<file path="src/sv/stsc_pkg.sv">
// Shared types, token codes and keyword table for the script token scanner.
`timescale 1ns / 1ps
`default_nettype none
package stsc_pkg;

  localparam int OFFSET_BITS_DEF     = 16;
  localparam int MAX_KEYWORD_LEN_DEF = 6;
  localparam int QUEUE_DEPTH         = 4;
  localparam int QUEUE_AW            = $clog2(QUEUE_DEPTH);
  localparam int KW_BITS             = 64;

  // token kinds
  localparam logic [5:0] K_LPAREN  = 6'd0;
  localparam logic [5:0] K_RPAREN  = 6'd1;
  localparam logic [5:0] K_LBRACE  = 6'd2;
  localparam logic [5:0] K_RBRACE  = 6'd3;
  localparam logic [5:0] K_COMMA   = 6'd4;
  localparam logic [5:0] K_DOT     = 6'd5;
  localparam logic [5:0] K_MINUS   = 6'd6;
  localparam logic [5:0] K_PLUS    = 6'd7;
  localparam logic [5:0] K_SEMI    = 6'd8;
  localparam logic [5:0] K_SLASH   = 6'd9;
  localparam logic [5:0] K_STAR    = 6'd10;
  localparam logic [5:0] K_BANG    = 6'd11;
  localparam logic [5:0] K_EQUAL   = 6'd13;
  localparam logic [5:0] K_GREATER = 6'd15;
  localparam logic [5:0] K_LESS    = 6'd17;
  localparam logic [5:0] K_IDENT   = 6'd19;
  localparam logic [5:0] K_STRING  = 6'd20;
  localparam logic [5:0] K_NUMBER  = 6'd21;
  localparam logic [5:0] K_KW0     = 6'd22;
  localparam logic [5:0] K_END     = 6'd38;
  localparam logic [5:0] K_BADCHAR = 6'd39;
  localparam logic [5:0] K_UNTERM  = 6'd40;

  // operator codes held while waiting for a possible '='
  localparam logic [1:0] OP_BANG    = 2'd0;
  localparam logic [1:0] OP_EQUAL   = 2'd1;
  localparam logic [1:0] OP_GREATER = 2'd2;
  localparam logic [1:0] OP_LESS    = 2'd3;

  localparam logic [15:0][KW_BITS-1:0] KW_TABLE = {
    64'h7768696c65,   // while
    64'h766172,       // var
    64'h74727565,     // true
    64'h74686973,     // this
    64'h7375706572,   // super
    64'h72657475726e, // return
    64'h7072696e74,   // print
    64'h6f72,         // or
    64'h6e696c,       // nil
    64'h6966,         // if
    64'h666f72,       // for
    64'h66756e,       // fun
    64'h66616c7365,   // false
    64'h656c7365,     // else
    64'h636c617373,   // class
    64'h616e64        // and
  };

  typedef struct packed {
    logic [7:0] ch;
    logic       end_of_input;
  } stsc_in_t;

  typedef struct packed {
    logic [5:0]  kind;
    logic [15:0] token_start;
    logic [15:0] token_length;
    logic [15:0] line_number;
  } stsc_rec_t;

  typedef struct packed {
    logic [5:0]  kind;
    logic [15:0] token_start;
    logic [15:0] token_length;
    logic [15:0] line_number;
    logic        last;
  } stsc_out_t;

  // all records caused by one input byte
  typedef struct packed {
    logic [1:0]           count;
    stsc_rec_t [2:0]      recs;
  } stsc_bundle_t;

  function automatic logic [5:0] op_base(input logic [1:0] op);
    logic [5:0] k;
    unique case (op)
      OP_BANG:    k = K_BANG;
      OP_EQUAL:   k = K_EQUAL;
      OP_GREATER: k = K_GREATER;
      default:    k = K_LESS;
    endcase
    return k;
  endfunction

  function automatic logic [5:0] word_kind(input logic [KW_BITS-1:0] p,
                                           input logic too_long);
    logic [5:0] k;
    k = K_IDENT;
    if (!too_long) begin
      for (int i = 0; i < 16; i++) begin
        if (KW_TABLE[i] == p) k = K_KW0 + 6'(i);
      end
    end
    return k;
  endfunction

endpackage
`default_nettype wire

</file>
<file path="src/sv/script_token_scanner_top.sv">
// Top level of the streaming script token scanner.
`timescale 1ns / 1ps
`default_nettype none
// Streaming lexical scanner: one source byte (or an end-of-input mark) per input
// transaction, token records (kind, start offset, length, line, last) per output
// transaction. The front end takes a byte every cycle while the bundle queue has
// room; each byte is classified in the cycle it is accepted and all records it
// causes (zero to three) go into the queue as one bundle. The sender drains one
// record per cycle while out_ready is high, so sustained rate is one byte per
// cycle as long as bytes average at most one record each; a byte that ends a
// number and a dot causes up to three records, absorbed by the four-entry queue.
// Records are registered in the queue before they are offered. Words longer
// than MAX_KEYWORD_LEN bytes are always identifiers; positions are OFFSET_BITS
// wide and saturate. After the end token nothing more is produced until reset.
module script_token_scanner_top
  import stsc_pkg::*;
#(
  parameter int OFFSET_BITS     = OFFSET_BITS_DEF,
  parameter int MAX_KEYWORD_LEN = MAX_KEYWORD_LEN_DEF
) (
  input  wire logic     clk,
  input  wire logic     rst_n,
  input  wire logic     in_valid,
  output logic          in_ready,
  input  wire stsc_in_t in_data,
  output logic          out_valid,
  input  wire logic     out_ready,
  output stsc_out_t     out_data
);

  logic         accept;
  logic         push;
  logic         pop;
  logic         full;
  logic         empty;
  stsc_bundle_t wr_bundle;
  stsc_bundle_t head;

  // take a byte whenever the queue can hold its bundle
  assign in_ready = !full;
  assign accept   = in_valid && in_ready;

  stsc_front #(
    .OFFSET_BITS     (OFFSET_BITS),
    .MAX_KEYWORD_LEN (MAX_KEYWORD_LEN)
  ) u_front (
    .clk    (clk),
    .rst_n  (rst_n),
    .accept (accept),
    .item   (in_data),
    .push   (push),
    .bundle (wr_bundle)
  );

  // hold bundles so a stalled consumer does not stop the scan at once
  stsc_queue u_queue (
    .clk     (clk),
    .rst_n   (rst_n),
    .push    (push),
    .wr_data (wr_bundle),
    .pop     (pop),
    .full    (full),
    .empty   (empty),
    .head    (head)
  );

  // advance through the head bundle one record per transaction
  stsc_back u_back (
    .clk       (clk),
    .rst_n     (rst_n),
    .have      (!empty),
    .head      (head),
    .pop       (pop),
    .out_valid (out_valid),
    .out_ready (out_ready),
    .out_data  (out_data)
  );

endmodule
`default_nettype wire

</file>
<file path="src/sv/stsc_front.sv">
// Scanner front end: lexer state machine that turns each byte into a record bundle.
`timescale 1ns / 1ps
`default_nettype none
module stsc_front
  import stsc_pkg::*;
#(
  parameter int OFFSET_BITS     = OFFSET_BITS_DEF,
  parameter int MAX_KEYWORD_LEN = MAX_KEYWORD_LEN_DEF
) (
  input  wire logic         clk,
  input  wire logic         rst_n,
  input  wire logic         accept,
  input  wire stsc_in_t     item,
  output logic              push,
  output stsc_bundle_t      bundle
);

  localparam int W  = OFFSET_BITS;
  localparam int LW = OFFSET_BITS + 1;
  localparam int PW = 8 * MAX_KEYWORD_LEN;

  typedef enum logic [3:0] {
    M_IDLE      = 4'd0,
    M_OPER      = 4'd1,
    M_SLASH     = 4'd2,
    M_LINECMT   = 4'd3,
    M_BLOCK     = 4'd4,
    M_BLOCKSTAR = 4'd5,
    M_INT       = 4'd6,
    M_DOT       = 4'd7,
    M_FRAC      = 4'd8,
    M_STRING    = 4'd9,
    M_IDENT     = 4'd10
  } mode_t;

  mode_t          mode_r, mode_nxt;
  logic [1:0]     op_r, op_nxt;
  logic [W-1:0]   pos_r, pos_nxt;
  logic [W-1:0]   start_r, start_nxt;
  logic [15:0]    line_r, line_nxt;
  logic [PW-1:0]  prefix_r, prefix_nxt;
  logic           too_long_r, too_long_nxt;
  logic           finished_r, finished_nxt;

  logic [7:0]     c;
  logic           eoi;
  logic [W-1:0]   pos_m1;
  logic [5:0]     wkind;

  // idle-byte decode
  mode_t          idl_mode;
  logic           idl_emit, idl_set_start, idl_oper, idl_word, idl_bump;
  logic [5:0]     idl_kind;
  logic [1:0]     idl_op;

  stsc_rec_t [2:0] recs;
  logic [1:0]     n;

  assign c      = item.ch;
  assign eoi    = item.end_of_input;
  assign pos_m1 = (pos_r != '0) ? pos_r - W'(1) : '0;
  assign wkind  = word_kind(KW_BITS'(prefix_r), too_long_r);

  function automatic logic is_digit(input logic [7:0] b);
    return b >= "0" && b <= "9";
  endfunction

  function automatic logic is_alpha(input logic [7:0] b);
    return (b >= "a" && b <= "z") || (b >= "A" && b <= "Z") || b == "_";
  endfunction

  function automatic logic [W-1:0] span(input logic [W-1:0] from, input logic [W-1:0] to);
    return (to >= from) ? to - from : '0;
  endfunction

  function automatic stsc_rec_t mk_rec(input logic [5:0] k, input logic [W-1:0] s,
                                       input logic [LW-1:0] len, input logic [15:0] ln);
    stsc_rec_t  r;
    logic [32:0] lx;
    logic [32:0] sx;
    lx = 33'(len);
    sx = 33'(s);
    r.kind         = k;
    r.token_start  = sx[15:0];
    r.token_length = (lx > 33'h0FFFF) ? 16'hFFFF : lx[15:0];
    r.line_number  = ln;
    return r;
  endfunction

  always_comb begin
    idl_mode      = M_IDLE;
    idl_emit      = 1'b0;
    idl_kind      = K_BADCHAR;
    idl_set_start = 1'b0;
    idl_oper      = 1'b0;
    idl_op        = OP_BANG;
    idl_word      = 1'b0;
    idl_bump      = 1'b0;
    unique case (c)
      "(": begin idl_emit = 1'b1; idl_kind = K_LPAREN; end
      ")": begin idl_emit = 1'b1; idl_kind = K_RPAREN; end
      "{": begin idl_emit = 1'b1; idl_kind = K_LBRACE; end
      "}": begin idl_emit = 1'b1; idl_kind = K_RBRACE; end
      ",": begin idl_emit = 1'b1; idl_kind = K_COMMA; end
      ".": begin idl_emit = 1'b1; idl_kind = K_DOT; end
      "-": begin idl_emit = 1'b1; idl_kind = K_MINUS; end
      "+": begin idl_emit = 1'b1; idl_kind = K_PLUS; end
      ";": begin idl_emit = 1'b1; idl_kind = K_SEMI; end
      "*": begin idl_emit = 1'b1; idl_kind = K_STAR; end
      "!": begin idl_oper = 1'b1; idl_op = OP_BANG; end
      "=": begin idl_oper = 1'b1; idl_op = OP_EQUAL; end
      ">": begin idl_oper = 1'b1; idl_op = OP_GREATER; end
      "<": begin idl_oper = 1'b1; idl_op = OP_LESS; end
      "/": begin idl_set_start = 1'b1; idl_mode = M_SLASH; end
      " ", 8'h0d, 8'h09: ;
      8'h0a: idl_bump = 1'b1;
      8'h22: begin idl_set_start = 1'b1; idl_mode = M_STRING; end
      default: begin
        if (is_digit(c)) begin
          idl_set_start = 1'b1;
          idl_mode      = M_INT;
        end else if (is_alpha(c)) begin
          idl_set_start = 1'b1;
          idl_word      = 1'b1;
          idl_mode      = M_IDENT;
        end else begin
          idl_emit = 1'b1;
        end
      end
    endcase
    if (idl_oper) begin
      idl_set_start = 1'b1;
      idl_mode      = M_OPER;
    end
  end

  always_comb begin
    logic do_idle;
    logic bump;
    mode_nxt     = mode_r;
    op_nxt       = op_r;
    pos_nxt      = pos_r;
    start_nxt    = start_r;
    line_nxt     = line_r;
    prefix_nxt   = prefix_r;
    too_long_nxt = too_long_r;
    finished_nxt = finished_r;
    recs         = '0;
    n            = 2'd0;
    do_idle      = 1'b0;
    bump         = 1'b0;
    if (!finished_r) begin
      if (eoi) begin
        unique case (mode_r)
          M_OPER: begin
            recs[n] = mk_rec(op_base(op_r), start_r, LW'(span(start_r, pos_r)), line_r);
            n = n + 2'd1;
          end
          M_SLASH: begin
            recs[n] = mk_rec(K_SLASH, start_r, LW'(span(start_r, pos_r)), line_r);
            n = n + 2'd1;
          end
          M_INT, M_FRAC: begin
            recs[n] = mk_rec(K_NUMBER, start_r, LW'(span(start_r, pos_r)), line_r);
            n = n + 2'd1;
          end
          M_DOT: begin
            recs[n] = mk_rec(K_NUMBER, start_r, LW'(span(start_r, pos_m1)), line_r);
            n = n + 2'd1;
            recs[n] = mk_rec(K_DOT, pos_m1, LW'(1), line_r);
            n = n + 2'd1;
          end
          M_STRING: begin
            recs[n] = mk_rec(K_UNTERM, start_r, LW'(span(start_r, pos_r)), line_r);
            n = n + 2'd1;
          end
          M_IDENT: begin
            recs[n] = mk_rec(wkind, start_r, LW'(span(start_r, pos_r)), line_r);
            n = n + 2'd1;
          end
          default: ;
        endcase
        recs[n]      = mk_rec(K_END, pos_r, '0, line_r);
        n            = n + 2'd1;
        mode_nxt     = M_IDLE;
        finished_nxt = 1'b1;
      end else begin
        unique case (mode_r)
          M_OPER: begin
            if (c == "=") begin
              recs[n] = mk_rec(op_base(op_r) + 6'd1, start_r,
                               LW'(span(start_r, pos_r)) + LW'(1), line_r);
              n = n + 2'd1;
              mode_nxt = M_IDLE;
            end else begin
              recs[n] = mk_rec(op_base(op_r), start_r, LW'(span(start_r, pos_r)), line_r);
              n = n + 2'd1;
              do_idle = 1'b1;
            end
          end
          M_SLASH: begin
            if (c == "/") mode_nxt = M_LINECMT;
            else if (c == "*") mode_nxt = M_BLOCK;
            else begin
              recs[n] = mk_rec(K_SLASH, start_r, LW'(span(start_r, pos_r)), line_r);
              n = n + 2'd1;
              do_idle = 1'b1;
            end
          end
          M_LINECMT: begin
            if (c == 8'h0a) do_idle = 1'b1;
          end
          M_BLOCK: begin
            if (c == "*") mode_nxt = M_BLOCKSTAR;
          end
          M_BLOCKSTAR: begin
            if (c == "/") mode_nxt = M_IDLE;
            else if (c != "*") mode_nxt = M_BLOCK;
          end
          M_INT: begin
            if (c == ".") mode_nxt = M_DOT;
            else if (!is_digit(c)) begin
              recs[n] = mk_rec(K_NUMBER, start_r, LW'(span(start_r, pos_r)), line_r);
              n = n + 2'd1;
              do_idle = 1'b1;
            end
          end
          M_DOT: begin
            if (is_digit(c)) mode_nxt = M_FRAC;
            else begin
              recs[n] = mk_rec(K_NUMBER, start_r, LW'(span(start_r, pos_m1)), line_r);
              n = n + 2'd1;
              recs[n] = mk_rec(K_DOT, pos_m1, LW'(1), line_r);
              n = n + 2'd1;
              do_idle = 1'b1;
            end
          end
          M_FRAC: begin
            if (!is_digit(c)) begin
              recs[n] = mk_rec(K_NUMBER, start_r, LW'(span(start_r, pos_r)), line_r);
              n = n + 2'd1;
              do_idle = 1'b1;
            end
          end
          M_STRING: begin
            if (c == 8'h22) begin
              recs[n] = mk_rec(K_STRING, start_r,
                               LW'(span(start_r, pos_r)) + LW'(1), line_r);
              n = n + 2'd1;
              mode_nxt = M_IDLE;
            end else if (c == 8'h0a) begin
              bump = 1'b1;
            end
          end
          M_IDENT: begin
            if (is_alpha(c) || is_digit(c)) begin
              too_long_nxt = too_long_r | (prefix_r[PW-1 -: 8] != 8'd0);
              prefix_nxt   = {prefix_r[PW-9:0], c};
            end else begin
              recs[n] = mk_rec(wkind, start_r, LW'(span(start_r, pos_r)), line_r);
              n = n + 2'd1;
              do_idle = 1'b1;
            end
          end
          default: do_idle = 1'b1;
        endcase
        if (do_idle) begin
          mode_nxt = idl_mode;
          if (idl_set_start) start_nxt = pos_r;
          if (idl_oper) op_nxt = idl_op;
          if (idl_word) begin
            prefix_nxt   = PW'(c);
            too_long_nxt = 1'b0;
          end
          if (idl_bump) bump = 1'b1;
          if (idl_emit) begin
            recs[n] = mk_rec(idl_kind, pos_r, LW'(1), line_r);
            n = n + 2'd1;
          end
        end
        if (bump && line_r != 16'hFFFF) line_nxt = line_r + 16'd1;
        if (pos_r != '1) pos_nxt = pos_r + W'(1);
      end
    end
  end

  assign push          = accept && (n != 2'd0);
  assign bundle.count  = n;
  assign bundle.recs   = recs;

  always_ff @(posedge clk) begin
    if (!rst_n) begin
      mode_r     <= M_IDLE;
      op_r       <= OP_BANG;
      pos_r      <= '0;
      start_r    <= '0;
      line_r     <= 16'd1;
      prefix_r   <= '0;
      too_long_r <= 1'b0;
      finished_r <= 1'b0;
    end else if (accept) begin
      mode_r     <= mode_nxt;
      op_r       <= op_nxt;
      pos_r      <= pos_nxt;
      start_r    <= start_nxt;
      line_r     <= line_nxt;
      prefix_r   <= prefix_nxt;
      too_long_r <= too_long_nxt;
      finished_r <= finished_nxt;
    end
  end

endmodule
`default_nettype wire

</file>
<file path="src/sv/stsc_queue.sv">
// Short bundle queue between the scanner front end and the record sender.
`timescale 1ns / 1ps
`default_nettype none
module stsc_queue
  import stsc_pkg::*;
(
  input  wire logic         clk,
  input  wire logic         rst_n,
  input  wire logic         push,
  input  wire stsc_bundle_t wr_data,
  input  wire logic         pop,
  output logic              full,
  output logic              empty,
  output stsc_bundle_t      head
);

  stsc_bundle_t          mem [QUEUE_DEPTH];
  logic [QUEUE_AW-1:0]   wr_ptr_r, rd_ptr_r;
  logic [QUEUE_AW:0]     count_r;

  assign full  = (count_r == (QUEUE_AW+1)'(QUEUE_DEPTH));
  assign empty = (count_r == '0);
  assign head  = mem[rd_ptr_r];

  always_ff @(posedge clk) begin
    if (push) mem[wr_ptr_r] <= wr_data;
  end

  always_ff @(posedge clk) begin
    if (!rst_n) begin
      wr_ptr_r <= '0;
      rd_ptr_r <= '0;
      count_r  <= '0;
    end else begin
      if (push) wr_ptr_r <= wr_ptr_r + QUEUE_AW'(1);
      if (pop)  rd_ptr_r <= rd_ptr_r + QUEUE_AW'(1);
      if (push && !pop)      count_r <= count_r + (QUEUE_AW+1)'(1);
      else if (pop && !push) count_r <= count_r - (QUEUE_AW+1)'(1);
    end
  end

endmodule
`default_nettype wire

</file>
<file path="src/sv/stsc_back.sv">
// Record sender: walks the head bundle and hands out one token record per transaction.
`timescale 1ns / 1ps
`default_nettype none
module stsc_back
  import stsc_pkg::*;
(
  input  wire logic         clk,
  input  wire logic         rst_n,
  input  wire logic         have,
  input  wire stsc_bundle_t head,
  output logic              pop,
  output logic              out_valid,
  input  wire logic         out_ready,
  output stsc_out_t         out_data
);

  logic [1:0] idx_r;
  logic       is_last;
  stsc_rec_t  rec;

  assign rec       = head.recs[idx_r];
  assign is_last   = (idx_r == head.count - 2'd1);
  assign out_valid = have;
  assign out_data  = '{kind: rec.kind, token_start: rec.token_start,
                       token_length: rec.token_length, line_number: rec.line_number,
                       last: is_last};
  assign pop       = have && out_ready && is_last;

  always_ff @(posedge clk) begin
    if (!rst_n) begin
      idx_r <= 2'd0;
    end else if (have && out_ready) begin
      idx_r <= is_last ? 2'd0 : idx_r + 2'd1;
    end
  end

endmodule
`default_nettype wire
</file>
<file path="config.mk">
export PLATFORM = sky130hd
export DESIGN_NAME = script_token_scanner_top
export DESIGN_NICKNAME = d
export VERILOG_FILES = /design/src/sv/stsc_pkg.sv /design/src/sv/script_token_scanner_top.sv /design/src/sv/stsc_front.sv /design/src/sv/stsc_queue.sv /design/src/sv/stsc_back.sv
export SDC_FILE = /design/constraint.sdc
export NUM_CORES = 1
export LEC_CHECK = 0
export BUFFER_PORTS_ARGS = -buffer_cell sky130_fd_sc_hd__buf_2
export CAP_MARGIN = 20
export CORE_ASPECT_RATIO = 2
export CORE_MARGIN = 1.5
export CORE_UTILIZATION = 40
export DETAILED_ROUTE_END_ITERATION = 6
export GPL_ROUTABILITY_DRIVEN = 1
export PLACE_DENSITY = 0.61
export SLEW_MARGIN = 40
export SYNTH_ARGS = -nofsm -noshare
export SYNTH_HDL_FRONTEND = slang
export SYNTH_SLANG_ARGS = --single-unit
export TNS_END_PERCENT = 50
</file>
<file path="constraint.sdc">
create_clock -name clk -period 7.6 [get_ports clk]
set_input_delay 0.38 -clock clk [delete_from_list [all_inputs] [get_ports clk]]
set_output_delay 0.38 -clock clk [all_outputs]
set_load 0.01 [all_outputs]
</file>
==> impl_metrics.yaml <==
hold_path:
  worstHoldEndpoint: "u_front.prefix_r[5]$_SDFFE_PN0P_"
  hold_path.class: "input pin to flip-flop"
  hp-start: "in_data[6]"
  worstHoldPathCells: 3
timing:
  worst_slew_pin_slew_ns: 0.921
  post-route-period-util: 0.756
  totalNegativeSetupSlack_ns: 0
  period_minus_slack_ns: 5.74
  rsz0062_at_grt: "no"
  max_freq_mhz: 174
  skew_ns: 0.0219
  final-setup-viol-count: 0
  finalHoldViolCount: 0
  slew_viol_final: 0
  slew_limit_headroom: 0.383
setup_path:
  worstPathCellList: "inv_1 -> ha_1 -> fa_1 -> nand2b_1 -> a21boi_4 -> o2111a_1 -> nor3_1 -> buf_4 -> nor2_1 -> ha_1 -> and2_1 -> nand2_1 -> nand4b_2 -> nor4_4 -> nand3_1 -> nor3_2 -> a211oi_1 -> o21ai_1"
  startpoint: "u_front.pos_r[0]$_SDFFE_PN0P_"
  setup.reg_to_reg.worst_slack_ns: 1.86
  critical_path.slowest_cell: "sky130_fd_sc_hd__dfxtp_1"
  worst_ep_arrival_time_ns: 6.12
  critPathMaxStageDelay_ns: 0.63
  worstReg2RegEnd: "u_queue.mem[0][30]$_DFFE_PP_"
  critical_path.max_fanout: 14
  cp_common_cell: "sky130_fd_sc_hd__ha_1"
  worst-r2r-cell-count: 18
  r2r_start: "u_front.pos_r[0]$_SDFFE_PN0P_"
  required_ns: 7.97
  worstPathBufferInverterCount: 2
  criticalPathCategory: "flip-flop to flip-flop"
  crit_family: "simple AND/OR/NAND/NOR gates"
  crit_path_start_kind: "flip-flop"
  critical_path_end_type: "flip-flop"
die:
  top_level_ports: 70
  die_width_um: 203
  core_area_um2: 79100
  floorplan.die_area_um2: 81600
  die_y_um: 403
  initial_core_util: 0.404
  rows: 146
layout:
  finish.net_count: 2587
  seq_area_um2: 18200
  post-route-cell-area_um2: 35500
  antenna_diode_count: 0
  final_layout_size_suffix_gt1_frac: 0.160
  most-common-layout-cells: "sky130_fd_sc_hd__edfxtp_1, sky130_fd_sc_hd__nand2_1, sky130_fd_sc_hd__nor2_1"
  layout.cells.most_common: "sky130_fd_sc_hd__edfxtp_1"
  layout-area-overhead-vs-synth_pct: 11.3
  n_fill_cell: 7061
  area_of_the_multi_input_gates_um2: 13000
drt:
  drt_first_iter_violations: 1485
  wl_per_cell_um: 27.7
  drt_drc_violations_left: 0
  dr_total_vias: 21800
  routed_via_density: 6.06
  detailed_routing_iterations_pass_1: 6
  drtAntennaViolNets: 0
  routed_wirelength_um: 99900
clocking:
  tritoncts: "yes"
  htree_levels: 2
  post_cts_repair_resize_count: 0
  cts_buffer_depth: 3
  post_cts_setup_bufs: 0
  cts_hold_buffers: 0
  cts.sinks: 643
  cts_made_buffers: 55
  worst_skew_pair.late_latency_ns: 0.63
  clkTransAtPathRegs_ns: 0.07
  cts.root.buffer_cell: "sky130_fd_sc_hd__clkbuf_16"
global_route:
  gr-total-overflow: 0
  grt_util_all_layers: 0.244
  grt_antenna_before_repair: 1
  global_route_wire_length_before_repair_um: 147000
  largest_net_degree_at_the_start_of_global_routing: 93
  first_global_vias: 22700
placement:
  dp_hpwl_um: 70400
  io_buffer_count: 69
  detailed_place.area_um2: 33500
  place.gp.congestion: 1.01
run:
  max_cap_viol_count: 0
logic_synthesis:
  postSynth.topFlopCell: "sky130_fd_sc_hd__edfxtp_1"
  async_flop_share: 0
  post_synth.cell_area_avg_um2: 12.8
  netlist_instances: 2501
  synth_area_um2: 31900
  netlist-cell-type-count: 104
  synth_enable_flop_cells: 528
  yosysSeqAreaShare: 0.569
  synth_seq_cells: 643
  syn-num-nets: 2569
  yosys_warnings: 0
power:
  power_per_cell_area_nw_per_um2: 274
  power.ir.vdd_worst_uv: 215
  p_leak_nw: 11.5
outcome:
  run_status: "complete, no violations"
-- tightest hold or removal path: stages --
cell	delay [ns]
sky130_fd_sc_hd__buf_2	0.14
sky130_fd_sc_hd__mux2i_1	0.13
sky130_fd_sc_hd__nor2b_1	0.06
-- synth_stat cells, drive strengths merged, types with 52 or more instances --
library cell	n	area [µm²]
ha	52	651
nand2	180	676
buf	58	304
a21oi	85	437
and2	97	608
dfxtp	115	2300
mux4	132	2970
o21ai	92	460
a22oi	57	428
inv	56	210
edfxtp	528	15900
clkbuf	105	394
nand3	59	300
nor2	171	642
nor2b	73	464
mux2i	67	671
-- logic make-up after synthesis --
family	count (synthesis)	share of synthesized area
xor gates and xnor gates	75	0.0216
muxes	199	0.114
buffers and inverters	219	0.0285
adders and majority gates	55	0.0223
AOI/OAI and AO/OA	469	0.103
DFF	643	0.569
and+or+nand+nor	841	0.141
-- report_power, final --
group	total, mW	leakage, nW	internal, mW	switching, mW
logic	2.36	4.69	0.905	1.45
clock network	3.06	0.943	1.77	1.30
registers	4.32	5.84	4.19	0.129
-- worst max path at each step --
stage                                   end  slack (ns)  cells after the start
2_1_floorplan   u_queue.mem[0][0]$_DFFE_PP_        1.69                     11
3_3_place_gp   u_queue.mem[0][26]$_DFFE_PP_        1.86                     15
3_5_place_dp   u_queue.mem[1][30]$_DFFE_PP_        1.88                     18
4_1_cts        u_queue.mem[1][30]$_DFFE_PP_        1.83                     18
5_1_grt        u_queue.mem[0][30]$_DFFE_PP_        1.45                     18
6_report       u_queue.mem[0][30]$_DFFE_PP_        1.86                     18
-- sequential cells by signal (all words and copies together), names as in the netlist, 3 cells and up, named ones only --
| register | flops |
|---|---|
| u_front.pos_r | 16 |
| u_front.start_r | 16 |
| u_front.prefix_r | 48 |
| u_queue.count_r | 3 |
| u_front.line_r | 16 |
| u_queue.mem | 528 |
| u_front.mode_r | 4 |
-- per-stage QoR --
| step | std cells | power (mW) | util | hold WS [ns] | setup WS, ns |
|---|---|---|---|---|---|
| 2_1_floorplan | 2501 | 5.86 | - | 0.466 | 1.69 |
| 5_1_grt | 3601 | 10.1 | 0.449 | 0.165 | 1.45 |
| 3_3_place_gp | 3492 | 6.72 | 0.422 | 0.485 | 1.86 |
| 4_1_cts | 3600 | 9.83 | 0.449 | 0.117 | 1.83 |
| 3_5_place_dp | 3497 | 6.77 | 0.424 | 0.494 | 1.88 |
| 6_report | 3601 | 9.74 | 0.449 | 0.136 | 1.86 |
-- cell type report --
type                    instances  share of cell area
clock buffers                  76              0.0424
flip-flops and latches        643               0.511
inverters                      56             0.00592
multi-input cells            1639               0.366
repair buffers                124              0.0247
well taps                    1036              0.0365
clock inverters                27              0.0126
-- metal layers --
layer | global-route usage | part of all wire
met5 | 0 | 0
met4 | 0.165 | 0.077
met3 | 0.0279 | 0.037
met2 | 0.471 | 0.55
met1 | 0.239 | 0.33
Power figures use the tool's default switching activity.
